<file path="config.mk">
export PLATFORM = sky130hd
export DESIGN_NAME = batched_command_param_deframer_top_flat
export DESIGN_NICKNAME = d
export VERILOG_FILES = /design/src/bcpd_pkg.sv /design/src/bcpd_stream_if.sv /design/src/bcpd_cfg_regs.sv /design/src/bcpd_parser.sv /design/src/bcpd_out_reg.sv /design/src/batched_command_param_deframer_top.sv /design/src/flat_wrapper.sv
export SDC_FILE = /design/constraint.sdc
export NUM_CORES = 1
export LEC_CHECK = 0
export BUFFER_PORTS_ARGS = -buffer_cell sky130_fd_sc_hd__buf_4
export CELL_PAD_IN_SITES_DETAIL_PLACEMENT = 0
export CELL_PAD_IN_SITES_GLOBAL_PLACEMENT = 1
export CORE_UTILIZATION = 24
export CTS_CLUSTER_DIAMETER = 40
export DETAILED_ROUTE_END_ITERATION = 7
export PLACE_DENSITY = 0.61
export SLEW_MARGIN = 20
export SYNTH_ARGS = -nofsm -noshare
export SYNTH_HDL_FRONTEND = slang
export SYNTH_SLANG_ARGS = --single-unit
</file>
<file path="constraint.sdc">
create_clock -name clk -period 3.8 [get_ports clk]
set_input_delay 0 -clock clk [delete_from_list [all_inputs] [get_ports clk]]
set_output_delay 0 -clock clk [all_outputs]
set_load 0.1 [all_outputs]
</file>
<file path="src/bcpd_pkg.sv">
// Shared types and constants of the batched command parameter deframer.
// Depends on nothing; every other file of the block imports it, apart from the stream interfaces.
package bcpd_pkg;

  localparam int unsigned PHASE_W = 3;

  localparam logic [PHASE_W-1:0] PH_BATCH_START = 3'd0;
  localparam logic [PHASE_W-1:0] PH_SET_WIDTH   = 3'd1;
  localparam logic [PHASE_W-1:0] PH_SET_MSG     = 3'd2;
  localparam logic [PHASE_W-1:0] PH_SET_BATCH   = 3'd3;
  localparam logic [PHASE_W-1:0] PH_COMMAND     = 3'd4;
  localparam logic [PHASE_W-1:0] PH_PARAM       = 3'd5;

  localparam logic [1:0] KIND_VALUE  = 2'd0;
  localparam logic [1:0] KIND_ACCEPT = 2'd1;
  localparam logic [1:0] KIND_REJECT = 2'd2;

  localparam logic [2:0] WIDTH_ONE  = 3'd1;
  localparam logic [2:0] WIDTH_TWO  = 3'd2;
  localparam logic [2:0] WIDTH_FOUR = 3'd4;

  localparam logic [2:0] REG_SETUP_MARKER = 3'd0;

  typedef struct packed {
    logic [1:0]         kind;
    logic [7:0]         command;
    logic [7:0]         entry_index;
    logic [7:0]         param_index;
    logic signed [15:0] value;
    logic               batch_end;
  } result_t;

endpackage

</file>
<file path="src/bcpd_stream_if.sv">
// Valid/ready channel interfaces for received bytes and parsed results.
// Depends on nothing.
interface bcpd_in_if;
  logic       valid;
  logic       ready;
  logic [7:0] rx_byte;

  modport source (output valid, output rx_byte, input ready);
  modport sink (input valid, input rx_byte, output ready);
endinterface

interface bcpd_out_if;
  logic               valid;
  logic               ready;
  logic [1:0]         kind;
  logic [7:0]         command;
  logic [7:0]         entry_index;
  logic [7:0]         param_index;
  logic signed [15:0] value;
  logic               batch_end;

  modport source (output valid, output kind, output command, output entry_index,
                  output param_index, output value, output batch_end, input ready);
  modport sink (input valid, input kind, input command, input entry_index,
                input param_index, input value, input batch_end, output ready);
endinterface

</file>
<file path="src/bcpd_cfg_regs.sv">
// APB-style register file holding the setup marker byte.
// Depends on bcpd_pkg.
module bcpd_cfg_regs (
  input  logic        clk,
  input  logic        rst_n,
  input  logic        psel,
  input  logic        penable,
  input  logic        pwrite,
  input  logic [2:0]  paddr,
  input  logic [31:0] pwdata,
  output logic [31:0] prdata,
  output logic        pready,
  output logic [7:0]  setup_marker
);
  import bcpd_pkg::*;

  logic [7:0] marker_r;
  logic       sel_marker;

  assign sel_marker = (paddr[2] == REG_SETUP_MARKER[2]);
  assign pready = 1'b1;

  always_ff @(posedge clk) begin
    if (!rst_n) begin
      marker_r <= 8'd0;
    end else if (psel && penable && pwrite && sel_marker) begin
      marker_r <= pwdata[7:0];
    end
  end

  assign prdata = sel_marker ? {24'd0, marker_r} : 32'd0;
  assign setup_marker = marker_r;

endmodule

</file>
<file path="src/bcpd_parser.sv">
// Frame parser: phase, setup fields, counters and the parameter accumulator.
// Computes the step for one byte combinationally; depends on bcpd_pkg.
module bcpd_parser (
  input  logic                 clk,
  input  logic                 rst_n,
  input  logic                 step,
  input  logic [7:0]           rx_byte,
  input  logic [7:0]           setup_marker,
  output logic                 res_vld,
  output bcpd_pkg::result_t    res
);
  import bcpd_pkg::*;

  logic [PHASE_W-1:0] phase_r, phase_nxt;
  logic [2:0]  width_r, width_nxt;
  logic [7:0]  msg_len_r, msg_len_nxt;
  logic [7:0]  batch_len_r, batch_len_nxt;
  logic [7:0]  entry_cnt_r, entry_cnt_nxt;
  logic [7:0]  param_cnt_r, param_cnt_nxt;
  logic [1:0]  byte_cnt_r, byte_cnt_nxt;
  logic [15:0] acc_r, acc_nxt;
  logic [7:0]  cmd_r, cmd_nxt;

  logic [15:0] acc_new;
  logic [2:0]  byte_cnt_inc;
  logic [7:0]  param_inc;
  logic [7:0]  entry_inc;
  logic        last_param;
  logic        last_entry;

  assign acc_new      = (byte_cnt_r == 2'd0) ? {8'd0, rx_byte} : {acc_r[7:0], rx_byte};
  assign byte_cnt_inc = {1'b0, byte_cnt_r} + 3'd1;
  assign param_inc    = param_cnt_r + 8'd1;
  assign entry_inc    = entry_cnt_r + 8'd1;
  assign last_param   = (param_inc >= msg_len_r);
  assign last_entry   = (entry_inc >= batch_len_r);

  always_comb begin
    phase_nxt     = phase_r;
    width_nxt     = width_r;
    msg_len_nxt   = msg_len_r;
    batch_len_nxt = batch_len_r;
    entry_cnt_nxt = entry_cnt_r;
    param_cnt_nxt = param_cnt_r;
    byte_cnt_nxt  = byte_cnt_r;
    acc_nxt       = acc_r;
    cmd_nxt       = cmd_r;
    res_vld       = 1'b0;
    res           = '0;
    case (phase_r)
      PH_BATCH_START: begin
        if (rx_byte == setup_marker) begin
          phase_nxt = PH_SET_WIDTH;
        end else begin
          entry_cnt_nxt = 8'd0;
          param_cnt_nxt = 8'd0;
          byte_cnt_nxt  = 2'd0;
          cmd_nxt       = rx_byte;
          phase_nxt     = PH_PARAM;
        end
      end
      PH_SET_WIDTH: begin
        if (rx_byte == {5'd0, WIDTH_ONE} || rx_byte == {5'd0, WIDTH_TWO} ||
            rx_byte == {5'd0, WIDTH_FOUR}) begin
          width_nxt = rx_byte[2:0];
          phase_nxt = PH_SET_MSG;
        end else begin
          res_vld   = 1'b1;
          res.kind  = KIND_REJECT;
          phase_nxt = PH_BATCH_START;
        end
      end
      PH_SET_MSG: begin
        if (rx_byte != 8'd0) begin
          msg_len_nxt = rx_byte;
          phase_nxt   = PH_SET_BATCH;
        end else begin
          res_vld   = 1'b1;
          res.kind  = KIND_REJECT;
          phase_nxt = PH_BATCH_START;
        end
      end
      PH_SET_BATCH: begin
        res_vld   = 1'b1;
        phase_nxt = PH_BATCH_START;
        if (rx_byte != 8'd0) begin
          batch_len_nxt = rx_byte;
          res.kind      = KIND_ACCEPT;
        end else begin
          res.kind = KIND_REJECT;
        end
      end
      PH_COMMAND: begin
        cmd_nxt       = rx_byte;
        param_cnt_nxt = 8'd0;
        byte_cnt_nxt  = 2'd0;
        phase_nxt     = PH_PARAM;
      end
      default: begin
        acc_nxt = acc_new;
        if (byte_cnt_inc < width_r) begin
          byte_cnt_nxt = byte_cnt_inc[1:0];
        end else begin
          byte_cnt_nxt    = 2'd0;
          res_vld         = 1'b1;
          res.kind        = KIND_VALUE;
          res.command     = cmd_r;
          res.entry_index = entry_cnt_r;
          res.param_index = param_cnt_r;
          res.value       = acc_new;
          res.batch_end   = last_param && last_entry;
          if (!last_param) begin
            param_cnt_nxt = param_inc;
          end else if (!last_entry) begin
            entry_cnt_nxt = entry_inc;
            param_cnt_nxt = 8'd0;
            phase_nxt     = PH_COMMAND;
          end else begin
            entry_cnt_nxt = 8'd0;
            param_cnt_nxt = 8'd0;
            phase_nxt     = PH_BATCH_START;
          end
        end
      end
    endcase
  end

  always_ff @(posedge clk) begin
    if (!rst_n) begin
      phase_r     <= PH_BATCH_START;
      width_r     <= WIDTH_TWO;
      msg_len_r   <= 8'd1;
      batch_len_r <= 8'd1;
      entry_cnt_r <= 8'd0;
      param_cnt_r <= 8'd0;
      byte_cnt_r  <= 2'd0;
      acc_r       <= 16'd0;
      cmd_r       <= 8'd0;
    end else if (step) begin
      phase_r     <= phase_nxt;
      width_r     <= width_nxt;
      msg_len_r   <= msg_len_nxt;
      batch_len_r <= batch_len_nxt;
      entry_cnt_r <= entry_cnt_nxt;
      param_cnt_r <= param_cnt_nxt;
      byte_cnt_r  <= byte_cnt_nxt;
      acc_r       <= acc_nxt;
      cmd_r       <= cmd_nxt;
    end
  end

endmodule

</file>
<file path="src/bcpd_out_reg.sv">
// Result register of the deframer, holding one result until it is taken.
// Depends on bcpd_pkg.
module bcpd_out_reg (
  input  logic              clk,
  input  logic              rst_n,
  input  logic              load,
  input  bcpd_pkg::result_t res,
  input  logic              out_ready,
  output logic              free,
  output logic              out_valid,
  output bcpd_pkg::result_t out_res
);
  import bcpd_pkg::*;

  logic    valid_r;
  result_t res_r;

  assign free = !valid_r || out_ready;

  always_ff @(posedge clk) begin
    if (!rst_n) begin
      valid_r <= 1'b0;
    end else if (free) begin
      valid_r <= load;
    end
  end

  always_ff @(posedge clk) begin
    if (load && free) begin
      res_r <= res;
    end
  end

  assign out_valid = valid_r;
  assign out_res   = res_r;

endmodule

</file>
<file path="src/batched_command_param_deframer_top.sv">
// Top level of the batched command parameter deframer.
// Depends on bcpd_pkg, the stream interfaces, bcpd_cfg_regs, bcpd_parser and bcpd_out_reg.
// The block takes one received byte per clock cycle unless a byte stalls on the result
// register, and returns at most one result per byte. A byte first lands in the input
// register; the parser then updates its phase, counters and accumulator from it and, when
// a parameter or setup completes or a setup byte is rejected, writes the result register.
// Bytes that produce no result never wait on the result channel; a byte that produces a
// result waits only while the result register still holds an untaken result.
module batched_command_param_deframer_top (
  input  logic        clk,
  input  logic        rst_n,
  bcpd_in_if.sink     in_ch,
  bcpd_out_if.source  out_ch,
  input  logic        psel,
  input  logic        penable,
  input  logic        pwrite,
  input  logic [2:0]  paddr,
  input  logic [31:0] pwdata,
  output logic [31:0] prdata,
  output logic        pready
);
  import bcpd_pkg::*;

  logic       in_vld_r;
  logic [7:0] in_byte_r;
  logic [7:0] setup_marker;
  logic       res_vld;
  result_t    res;
  logic       out_free;
  logic       step;
  result_t    out_res;

  bcpd_cfg_regs u_cfg (
    .clk          (clk),
    .rst_n        (rst_n),
    .psel         (psel),
    .penable      (penable),
    .pwrite       (pwrite),
    .paddr        (paddr),
    .pwdata       (pwdata),
    .prdata       (prdata),
    .pready       (pready),
    .setup_marker (setup_marker)
  );

  assign step = in_vld_r && (!res_vld || out_free);
  assign in_ch.ready = !in_vld_r || step;

  always_ff @(posedge clk) begin
    if (!rst_n) begin
      in_vld_r <= 1'b0;
    end else if (in_ch.ready) begin
      in_vld_r <= in_ch.valid;
    end
  end

  always_ff @(posedge clk) begin
    if (in_ch.ready && in_ch.valid) begin
      in_byte_r <= in_ch.rx_byte;
    end
  end

  bcpd_parser u_parser (
    .clk          (clk),
    .rst_n        (rst_n),
    .step         (step),
    .rx_byte      (in_byte_r),
    .setup_marker (setup_marker),
    .res_vld      (res_vld),
    .res          (res)
  );

  bcpd_out_reg u_out (
    .clk       (clk),
    .rst_n     (rst_n),
    .load      (step && res_vld),
    .res       (res),
    .out_ready (out_ch.ready),
    .free      (out_free),
    .out_valid (out_ch.valid),
    .out_res   (out_res)
  );

  assign out_ch.kind        = out_res.kind;
  assign out_ch.command     = out_res.command;
  assign out_ch.entry_index = out_res.entry_index;
  assign out_ch.param_index = out_res.param_index;
  assign out_ch.value       = out_res.value;
  assign out_ch.batch_end   = out_res.batch_end;

endmodule

</file>
<file path="src/flat_wrapper.sv">
// flat-port wrapper written by rule: the top's interface ports become plain ports
module batched_command_param_deframer_top_flat import bcpd_pkg::*;
  (clk, rst_n, psel, penable, pwrite, paddr, pwdata, prdata, pready, in_ch_valid, in_ch_rx_byte, in_ch_ready, out_ch_valid, out_ch_kind, out_ch_command, out_ch_entry_index, out_ch_param_index, out_ch_value, out_ch_batch_end, out_ch_ready);
  bcpd_in_if in_ch_i ();
  bcpd_out_if out_ch_i ();
  input  logic clk;
  input  logic rst_n;
  input  logic psel;
  input  logic penable;
  input  logic pwrite;
  input  logic [2:0] paddr;
  input  logic [31:0] pwdata;
  output logic [31:0] prdata;
  output logic pready;
  input wire logic [$bits(in_ch_i.valid)-1:0] in_ch_valid;
  input wire logic [$bits(in_ch_i.rx_byte)-1:0] in_ch_rx_byte;
  output wire logic [$bits(in_ch_i.ready)-1:0] in_ch_ready;
  output wire logic [$bits(out_ch_i.valid)-1:0] out_ch_valid;
  output wire logic [$bits(out_ch_i.kind)-1:0] out_ch_kind;
  output wire logic [$bits(out_ch_i.command)-1:0] out_ch_command;
  output wire logic [$bits(out_ch_i.entry_index)-1:0] out_ch_entry_index;
  output wire logic [$bits(out_ch_i.param_index)-1:0] out_ch_param_index;
  output wire logic [$bits(out_ch_i.value)-1:0] out_ch_value;
  output wire logic [$bits(out_ch_i.batch_end)-1:0] out_ch_batch_end;
  input wire logic [$bits(out_ch_i.ready)-1:0] out_ch_ready;
  assign in_ch_i.valid = in_ch_valid;
  assign in_ch_i.rx_byte = in_ch_rx_byte;
  assign in_ch_ready = in_ch_i.ready;
  assign out_ch_valid = out_ch_i.valid;
  assign out_ch_kind = out_ch_i.kind;
  assign out_ch_command = out_ch_i.command;
  assign out_ch_entry_index = out_ch_i.entry_index;
  assign out_ch_param_index = out_ch_i.param_index;
  assign out_ch_value = out_ch_i.value;
  assign out_ch_batch_end = out_ch_i.batch_end;
  assign out_ch_i.ready = out_ch_ready;
  batched_command_param_deframer_top u_core (.clk(clk), .rst_n(rst_n), .in_ch(in_ch_i), .out_ch(out_ch_i), .psel(psel), .penable(penable), .pwrite(pwrite), .paddr(paddr), .pwdata(pwdata), .prdata(prdata), .pready(pready));
endmodule
</file>
==> results.json <==
{
  "status": "finished clean",
  "synth.cell_area_sq_um": 5720,
  "critPathLaunchType": "flop",
  "finClkSkew_ns": 0.00611,
  "dieWidth_um": 156,
  "rsz0062_at_grt": "false",
  "cp_common_cell": "and3_1",
  "rows": 56,
  "grt_first_pass_wirelength_um": 21000,
  "setup_ws_ns": 0.681,
  "avgSynthCellArea_sq_um": 10.4,
  "io_buffer_count": 76,
  "synth_enable_flop_cells": 51,
  "drt-pass1-iter-count": 4,
  "cts_made_buffers": 17,
  "multi_input_comb_area_sq_um": 2510,
  "final_common_cell": "buf_4",
  "slew_headroom": 0.410,
  "io_pins": 128,
  "worstHoldPathType": "in2reg",
  "viasPerCell": 4.22,
  "antenna_cells": 0,
  "fin_cells": 972,
  "ys.flop_type": "dfxtp_1",
  "core_area_sq_um": 23400,
  "setup_violations": 0,
  "nNetsFinal": 712,
  "clk_latency_ns": 0.41,
  "critical-path-max-stage-delay_ns": 0.46,
  "grt_remaining_overflow": 0,
  "ant_nets": 0,
  "crit_path_end_kind": "flop",
  "drt_iter0_drc": 189,
  "postSynth.asyncResetShare": 0,
  "powerDensity_nw_per_um2": 441,
  "crit_arrival_ns": 3.46,
  "cap_violations": 0,
  "ys_seq_area_frac": 0.498,
  "cp.required_ns": 4.14,
  "dp_slack_ns": 0.681,
  "wl_um": 13400,
  "detailroute.via_count": 4097,
  "hold_viol": 0,
  "grt_max_degree": 44,
  "layout_common_cells": "85 x buf_4, 66 x dfxtp_1, 52 x nor2_1",
  "clk_pin_slew_ns": 0.05,
  "start_util": 0.245,
  "first_global_vias": 3932,
  "place_hpwl_um": 9150,
  "die-height_um": 156,
  "synth_top_family_by_area": "simple AND/OR/NAND/NOR gates",
  "h-tree-depth": 4,
  "clkSinkCount": 117,
  "dieArea_sq_um": 24500,
  "regArea_sq_um": 2850,
  "yosysWarnings": 0,
  "holdWs_ns": 0.151,
  "drcViolationCount": 0,
  "synthAdderAreaFrac": 0.0481,
  "drt-wirelength-per-cell_um": 13.8,
  "criticalPathCategory": "reg2reg",
  "grt_util_all_layers": 0.115,
  "slew_viol_final": 0,
  "cts_setup_buffers": 0,
  "nFillCells": 2463,
  "min_period_ns": 3.12,
  "place.gp.congestion": 0.738,
  "period_share": 0.821,
  "cts_resized": 0,
  "cp_max_fo": 7,
  "p_leak_nw": 2.94,
  "muxShareOfSynthArea": 0.0735,
  "tns_ns": 0,
  "synthToLayoutAreaGrowth_pct": 26.2,
  "yosys.area_share.simple": 0.182,
  "synth_compound_area_frac": 0.0857,
  "yosysUniqueCellTypes": 60,
  "crit_chain": "and3_1 -> and3_1 -> nand3_1 -> xnor2_1 -> ha_1 -> nand4_1 -> o31ai_1 -> a22o_1 -> and2_1 -> mux2i_1",
  "synth_cells": 552,
  "cts_buffer_depth": 2,
  "dp.cells": 921,
  "slowest_stage": "dfxtp_1",
  "antenna_found_initial": 0,
  "synth_seq_cells": 117,
  "fmax_ghz": 0.321,
  "synthXorXnorAreaFrac": 0.0321,
  "ctsRootBufferMaster": "clkbuf_16",
  "drive_gt1_frac": 0.194,
  "cts_tree": "yes",
  "vdd_ir_drop_max_mv": 0.238,
  "worst_slew_pin_slew_ns": 0.878
}
==> Yosys cell counts (all sizes together), types with 2 or more instances <==
master	number	area share
and4b	2	0.0042
conb	2	0.0013
nor2	55	0.037
or3	2	0.0022
inv	21	0.014
a31oi	2	0.0022
and3	37	0.041
nor2b	13	0.014
o21ai	13	0.012
or4	5	0.0079
mux2i	42	0.073
nand3	20	0.017
a21o	2	0.0026
o21a	5	0.0066
o211ai	5	0.0066
and2	13	0.014
clkbuf	21	0.014
a21boi	3	0.0039
edfxtp	51	0.27
nor4	3	0.0033
nor3	4	0.0035
dfxtp	66	0.23
a2111oi	3	0.0057
nand4	3	0.0044
o31ai	2	0.0026
ha	22	0.048
nand2	37	0.024
o31a	2	0.0031
xnor2	6	0.0092
xor2	15	0.023
buf	37	0.051
nand2b	3	0.0033
nand4b	2	0.0031
a21oi	19	0.017
==> through the flow <==
step	util	total power, W	cell area, sq um
after global routing	0.309	0.00330	7220
after global placement	0.277	0.00169	6480
final	0.309	0.00318	7220
after CTS	0.309	0.00323	7220
after detailed placement	0.277	0.00169	6480
after floorplan	-	0.00165	5810
==> sequential cells by signal (all words and copies together) (netlist names) <==
| signal | count |
|---|---|
| u_core.u_out.out_res | 43 |
| u_core.u_parser.phase_r | 3 |
| u_core.u_parser.cmd_r | 8 |
| u_core.in_byte_r | 8 |
| u_core.u_cfg.setup_marker | 8 |
| u_core.u_parser.byte_cnt_r | 2 |
| u_core.in_vld_r | 1 |
| u_core.u_parser.param_cnt_r | 8 |
| u_core.u_parser.msg_len_r | 8 |
| u_core.u_parser.entry_cnt_r | 8 |
| u_core.u_parser.width_r | 3 |
| u_core.u_parser.batch_len_r | 8 |
| u_core.u_parser.acc_r | 8 |
| u_core.u_out.out_valid | 1 |
==> routing by layer <==
layer,up-vias,part of all wire,GRT usage
met2,88,0.48,0.188
met5,-,0,0
met4,0,0.014,0.0500
met3,15,0.044,0.0310
met1,1920,0.46,0.141
li1,2074,-,-
==> worst max-delay path, delay by kind of cell (launching register included) <==
family / cells / cell delay, ns
compound gates: 2 / 0.69
xor+xnor: 1 / 0.17
fa+ha+maj: 1 / 0.34
flops: 1 / 0.46
mux: 1 / 0.24
simple gates: 5 / 1.16
==> cell type report <==
| class | instances | area share |
|---|---|---|
| timing repair buffer | 104 | 0.115 |
| sequential | 117 | 0.395 |
| inverter | 21 | 0.0109 |
| tap | 319 | 0.0553 |
| clock buffer | 20 | 0.0605 |
| clock inverter | 12 | 0.0156 |
| multi-input combinational | 379 | 0.348 |
==> logic make-up after synthesis <==
logic type | count (synthesis)
AND/OR/NAND/NOR | 201
flip-flops | 117
buffers and inverters | 79
AO/OA/AOI/OAI | 68
multiplexers | 42
adder cells (fa/ha/maj) | 22
XOR/XNOR | 21
other | 2
==> repair_timing <==
action	CTS	global route
endpoints found under the setup margin	0	0
hold buffers	19	0
endpoints found under the hold margin	21	0
==> where the power goes <==
part	switching, W	leakage [nW]	internal (W)	total, W
Combinational	0.000247	1.68	0.0000708	0.000318
Clock	0.000556	0.270	0.000950	0.00151
Sequential	0.0000297	0.987	0.00133	0.00136
Total	0.000833	2.94	0.00235	0.00318
==> worst paths after layout <==
path | from | slack, ns | depth (start not counted) | to
max | u_core.u_parser.param_cnt_r[0]$_SDFFE_PN0P_ | 0.68 | 10 | u_core.u_parser.entry_cnt_r[1]$_SDFFE_PN0P_
min | penable | 0.15 | 4 | u_core.u_cfg.setup_marker[7]$_SDFFE_PN0P_
max reg2reg | u_core.u_parser.param_cnt_r[0]$_SDFFE_PN0P_ | 0.68 | 10 | u_core.u_parser.entry_cnt_r[1]$_SDFFE_PN0P_
min reg2reg | u_core.u_parser.byte_cnt_r[1]$_SDFFE_PN0P_ | 0.48 | 2 | u_core.u_parser.byte_cnt_r[1]$_SDFFE_PN0P_
(Power assumes the default switching activity.)
